==> src/sv/scc_pkg.sv <==
// ----------------------------------------------------------------------------
// scc_pkg
// Shared types and constants for the sphere pair collision core.
// ----------------------------------------------------------------------------
`default_nettype none

package scc_pkg;

    typedef struct packed {
        logic both_finite;
        logic second_movable;
    } t_flags;

    localparam int unsigned QDEPTH = 8;
    localparam int unsigned QCNTW  = $clog2(QDEPTH + 1);

endpackage

`default_nettype wire

==> src/sv/scc_queue.sv <==
// ----------------------------------------------------------------------------
// scc_queue
// Short request queue between intake and the arithmetic pipeline.
// ----------------------------------------------------------------------------
`default_nettype none

module scc_queue #(
    parameter int W = 326
) (
    input  logic                      i_clk,
    input  logic                      i_rst_n,
    input  logic                      i_wr,
    input  logic [W-1:0]              i_data,
    input  logic                      i_rd,
    output logic                      o_valid,
    output logic [W-1:0]              o_data,
    output logic [scc_pkg::QCNTW-1:0] o_count
);
    import scc_pkg::*;

    localparam int AW = $clog2(QDEPTH);

    logic [W-1:0]     r_mem [QDEPTH];
    logic [AW-1:0]    r_wp;
    logic [AW-1:0]    r_rp;
    logic [QCNTW-1:0] r_count;
    logic [QCNTW-1:0] n_count;
    logic             rd_ok;

    assign rd_ok = i_rd && (r_count != '0);

    always_comb begin
        n_count = r_count;
        if (i_wr && !rd_ok) begin
            n_count = r_count + 1'b1;
        end else if (!i_wr && rd_ok) begin
            n_count = r_count - 1'b1;
        end
    end

    always_ff @(posedge i_clk) begin
        if (!i_rst_n) begin
            r_wp    <= '0;
            r_rp    <= '0;
            r_count <= '0;
        end else begin
            r_count <= n_count;
            if (i_wr) begin
                r_wp <= r_wp + 1'b1;
            end
            if (rd_ok) begin
                r_rp <= r_rp + 1'b1;
            end
        end
    end

    always_ff @(posedge i_clk) begin
        if (i_wr) begin
            r_mem[r_wp] <= i_data;
        end
    end

    assign o_valid = (r_count != '0);
    assign o_data  = r_mem[r_rp];
    assign o_count = r_count;

endmodule

`default_nettype wire

==> config.mk <==
export PLATFORM = sky130hd
export DESIGN_NAME = scc_queue
export DESIGN_NICKNAME = d
export VERILOG_FILES = /design/src/sv/scc_pkg.sv /design/src/sv/scc_queue.sv
export SDC_FILE = /design/constraint.sdc
export NUM_CORES = 2
export LEC_CHECK = 0
export BUFFER_PORTS_ARGS = -buffer_cell sky130_fd_sc_hd__buf_2
export CORE_MARGIN = 2
export CORE_UTILIZATION = 50
export CTS_CLUSTER_SIZE = 24
export DETAILED_ROUTE_END_ITERATION = 12
export PLACE_DENSITY_LB_ADDON = 0.15
export SYNTH_ARGS = -nofsm -noshare
export SYNTH_HDL_FRONTEND = slang
export SYNTH_SLANG_ARGS = --single-unit
==> constraint.sdc <==
create_clock -name i_clk -period 92.6 [get_ports i_clk]
set_input_delay 18.52 -clock i_clk [delete_from_list [all_inputs] [get_ports i_clk]]
set_output_delay 18.52 -clock i_clk [all_outputs]
set_load 0.01 [all_outputs]
==> out/metrics.csv <==
stage,metric,value,unit
grt,vias in the first global route,44700,
routing,drt first pass iters,5,
synthesis,most instantiated cells after synthesis,"edfxtp_1, mux4_2, mux2_2",
cts,Post-CTS Hold Fix Bufs,0,
routing,WL met1,83900,um
timing,fin crit period,24.31,ns
timing,final setup margin,68.29,ns
timing,Least-Margin Pin Slew,1.18,ns
cells_and_area,layout cells sized above 1,42.4,%
floorplan,core area,0.195,mm2
placement,hpwl dp,114000,um
cts,clock latency on the worst-skew pair,0.93,ns
worst_setup_path,most numerous cell on the critical path,buf_4,
synthesis,syn avg cell area,25.6,um2
timing,Final Cycle Share,26.3,%
floorplan,io pins,661,
grt,total gr overflow,0,
cts,CTS resizes,0,
synthesis,Post-Syn Area,0.0983,mm2
synthesis,Synth cell types,28,
timing,RSZ-0062 raised after global routing,false,
grt,first-pass GRT wire length,305000,um
worst_setup_path,"Critical Path, Cell by Cell",buf_4 > buf_4 > buf_4 > buf_4 > mux4_2 > mux2_2 > buf_2,
timing,endpoints failing setup,0,
power,Peak VDD IR,0.0000251,V
grt,largest net degree at the start of global routing,121,
floorplan,chip width,447,um
timing,Clock Skew,0.0417,ns
timing,setup TNS,0,ns
cts,clock tree buffer depth,4,
routing,Max Used Layer,met5,
worst_setup_path,CP Class,flip-flop to output port,
floorplan,initial core utilization,50.4,%
placement,pre-CTS setup slack,68.97,ns
cells_and_area,area delta synth->final,15.1,%
routing,vias per cell,5.74,
synthesis,Synth Flop Type,edfxtp_1,
routing,DRC errors left,0,
floorplan,die height,447,um
synthesis,Synth Net Count,4173,
worst_setup_path,CP endpoint kind,output port,
hold_path,Hold WC Path Type,flip-flop to flip-flop,
synthesis,Synth Warn #,0,
worst_setup_path,CP Data Required Time,74.08,ns
routing,DRT iter0 DRCs,3183,
power,Cell Pwr Density,26.1,mW/mm2
routing,DRT Wirelength,212000,um
worst_setup_path,Worst Setup Start Kind,flip-flop,
routing,met3 WL,12400,um
timing,Final Max Slew Viols,0,
worst_setup_path,critical path's largest stage delay,0.83,ns
synthesis,largest cells by area after synthesis,"edfxtp_1, mux4_2, mux2_2",
placement,Routability Congestion,0.744,
power,leak pwr,0.0357,uW
cts,CTS tree,done,
timing,Max-slew headroom,21.6,%
routing,Post-DRT Antenna Nets,0,
synthesis,ys async rst share,0,%
worst_setup_path,Worst Path Buf+Inv,5,
worst_setup_path,slowest CP cell,dfxtp_4,
worst_setup_path,"CP delay by family, top",buffers and inverters,
synthesis,Synth top area share,79.7,%
cts,Sink Count,2621,
synthesis,register area share after synthesis,79.9,%
synthesis,post-synthesis instance total,3837,
grt,initial antenna violation count,114,
floorplan,row count,162,
cells_and_area,Final nets,5006,
timing,Achievable Freq,41.1,MHz
synthesis,#FFs+latches synth,2621,
routing,detailed-route wire length per cell,28.3,um
synthesis,"count leader, synth",edfxtp_1,
placement,count of input and output buffers,660,
synthesis,number of enable flip-flop cells after synthesis,2608,
routing,met2 wire length,108000,um
timing,Final Hold Violating Endpoints,0,
grt,aggregate global-route resource usage,21.1,%
cts,postcts setup bufs,0,
status,outcome,"finished, final reports clean",
floorplan,Die ar.,0.200,mm2
cts,number of H-tree levels,5,
synthesis,Yosys top cell by area,edfxtp_1,
cts,clock transition at the registers of the reported paths,0.06,ns
cts,Root Driver,clkbuf_16,
cts,Num CTS Buffers,288,
routing,detailed-route via count,43100,
worst_setup_path,largest fanout on the critical path,46,
flow_run,max-cap violations,0,
worst_setup_path,arrival time at the worst endpoint,5.79,ns
## cell type report
class	instances	area, um2
flip-flops and latches	2621	78600
clock inverters	112	754
clock buffers	370	7680
well taps	2624	3280
multi-input cells	1031	18800
repair buffers	727	4010
diodes	19	47.5
fillers	14000	82100
inverters	1	3.75
## worst reg2reg max path: cells and delay by family, from the launching register on
kind,cells,cell delay [ns]
and+or+nand+nor,2,1.03
buffers and inverters,3,2.49
DFF,1,0.33
## cell families after synthesis
group	Yosys count	synth area share (%)
multiplexers	981	18.7
adder cells (fa/ha/maj)	6	0.0840
buffers and inverters	185	1.02
AND/OR/NAND/NOR	33	0.169
XOR/XNOR	6	0.0535
flip-flops	2621	79.9
AO/OA/AOI/OAI	5	0.0318
## state kept, by name (all words and copies together) (netlist names), named ones only
register	cells
r_mem	2608
o_count	4
r_rp	3
r_wp	3
## report_power, final
group          switching [uW]  total (uW)  internal [uW]
Sequential               13.3        1350           1340
Combinational             285         571            287
Clock                     429        1040            607
Total                     727        2960           2230
## routing by layer
| metal | vias to the layer above | track usage [%] |
|---|---|---|
| li1 | 18300 | - |
| met1 | 23000 | 26.9 |
| met2 | 1176 | 35.3 |
| met3 | 517 | 5.07 |
| met4 | 68 | 7.83 |
| met5 | - | 0 |
## path summary, 6_finish.rpt
check / start / endpoint / slack (ns) / depth (start not counted)
worst min-delay path: r_rp[1]$_SDFFE_PN0P_ / flip-flop / 0.50 / 2
worst min register to register: r_rp[1]$_SDFFE_PN0P_ / flip-flop / 0.50 / 2
worst max-delay path: flip-flop / o_data[256] / 68.29 / 7
worst max register to register: r_wp[2]$_SDFFE_PN0P_ / r_mem[1][214]$_DFFE_PP_ / 88.30 / 5
## metrics by stage
step / utilization [%] / power [uW] / hold slack [ns] / cells / instance area [um2]
3_3_place_gp: 53.6 / 1960 / 0.480 / 7004 / 105000
6_report: 58.0 / 2960 / 0.499 / 7505 / 113000
5_1_grt: 58.0 / 3070 / 0.532 / 7502 / 113000
4_1_cts: 57.9 / 3000 / 0.498 / 7486 / 113000
2_1_floorplan: - / 1800 / 0.467 / 3837 / 98300
3_5_place_dp: 53.6 / 1960 / 0.478 / 7004 / 105000
## cell usage in the layout (no fill, tap or decap)
master | netlist | layout
a211oi_1 | 1 | 1
a21boi_0 | 1 | 1
a21oi_1 | 1 | 1
a31oi_1 | 1 | 1
and2_1 | 7 | 7
buf_12 | 0 | 16
buf_2 | 52 | 660
buf_4 | 1 | 51
bufinv_16 | 0 | 9
clkbuf_1 | 79 | 74
clkbuf_16 | 0 | 296
clkinv_1 | 0 | 61
clkinv_2 | 0 | 31
clkinv_4 | 0 | 3
clkinv_8 | 0 | 1
clkinvlp_4 | 0 | 3
dfxtp_1 | 13 | 10
dfxtp_4 | 0 | 3
diode_2 | 0 | 19
edfxtp_1 | 2608 | 2608
fa_1 | 1 | 1
ha_1 | 5 | 5
inv_1 | 1 | 1
inv_6 | 0 | 4
mux2_2 | 326 | 326
mux2i_1 | 3 | 3
mux4_2 | 652 | 652
nand2_1 | 7 | 7
nand2b_1 | 4 | 4
nand3_1 | 3 | 3
nor2_1 | 7 | 1
nor2_4 | 0 | 6
nor2b_1 | 2 | 2
nor3_2 | 0 | 2
o21ai_0 | 1 | 1
or4_1 | 1 | 1
xnor2_1 | 5 | 5
xor2_1 | 1 | 1
Note: power is estimated with default switching activity, not from simulation.
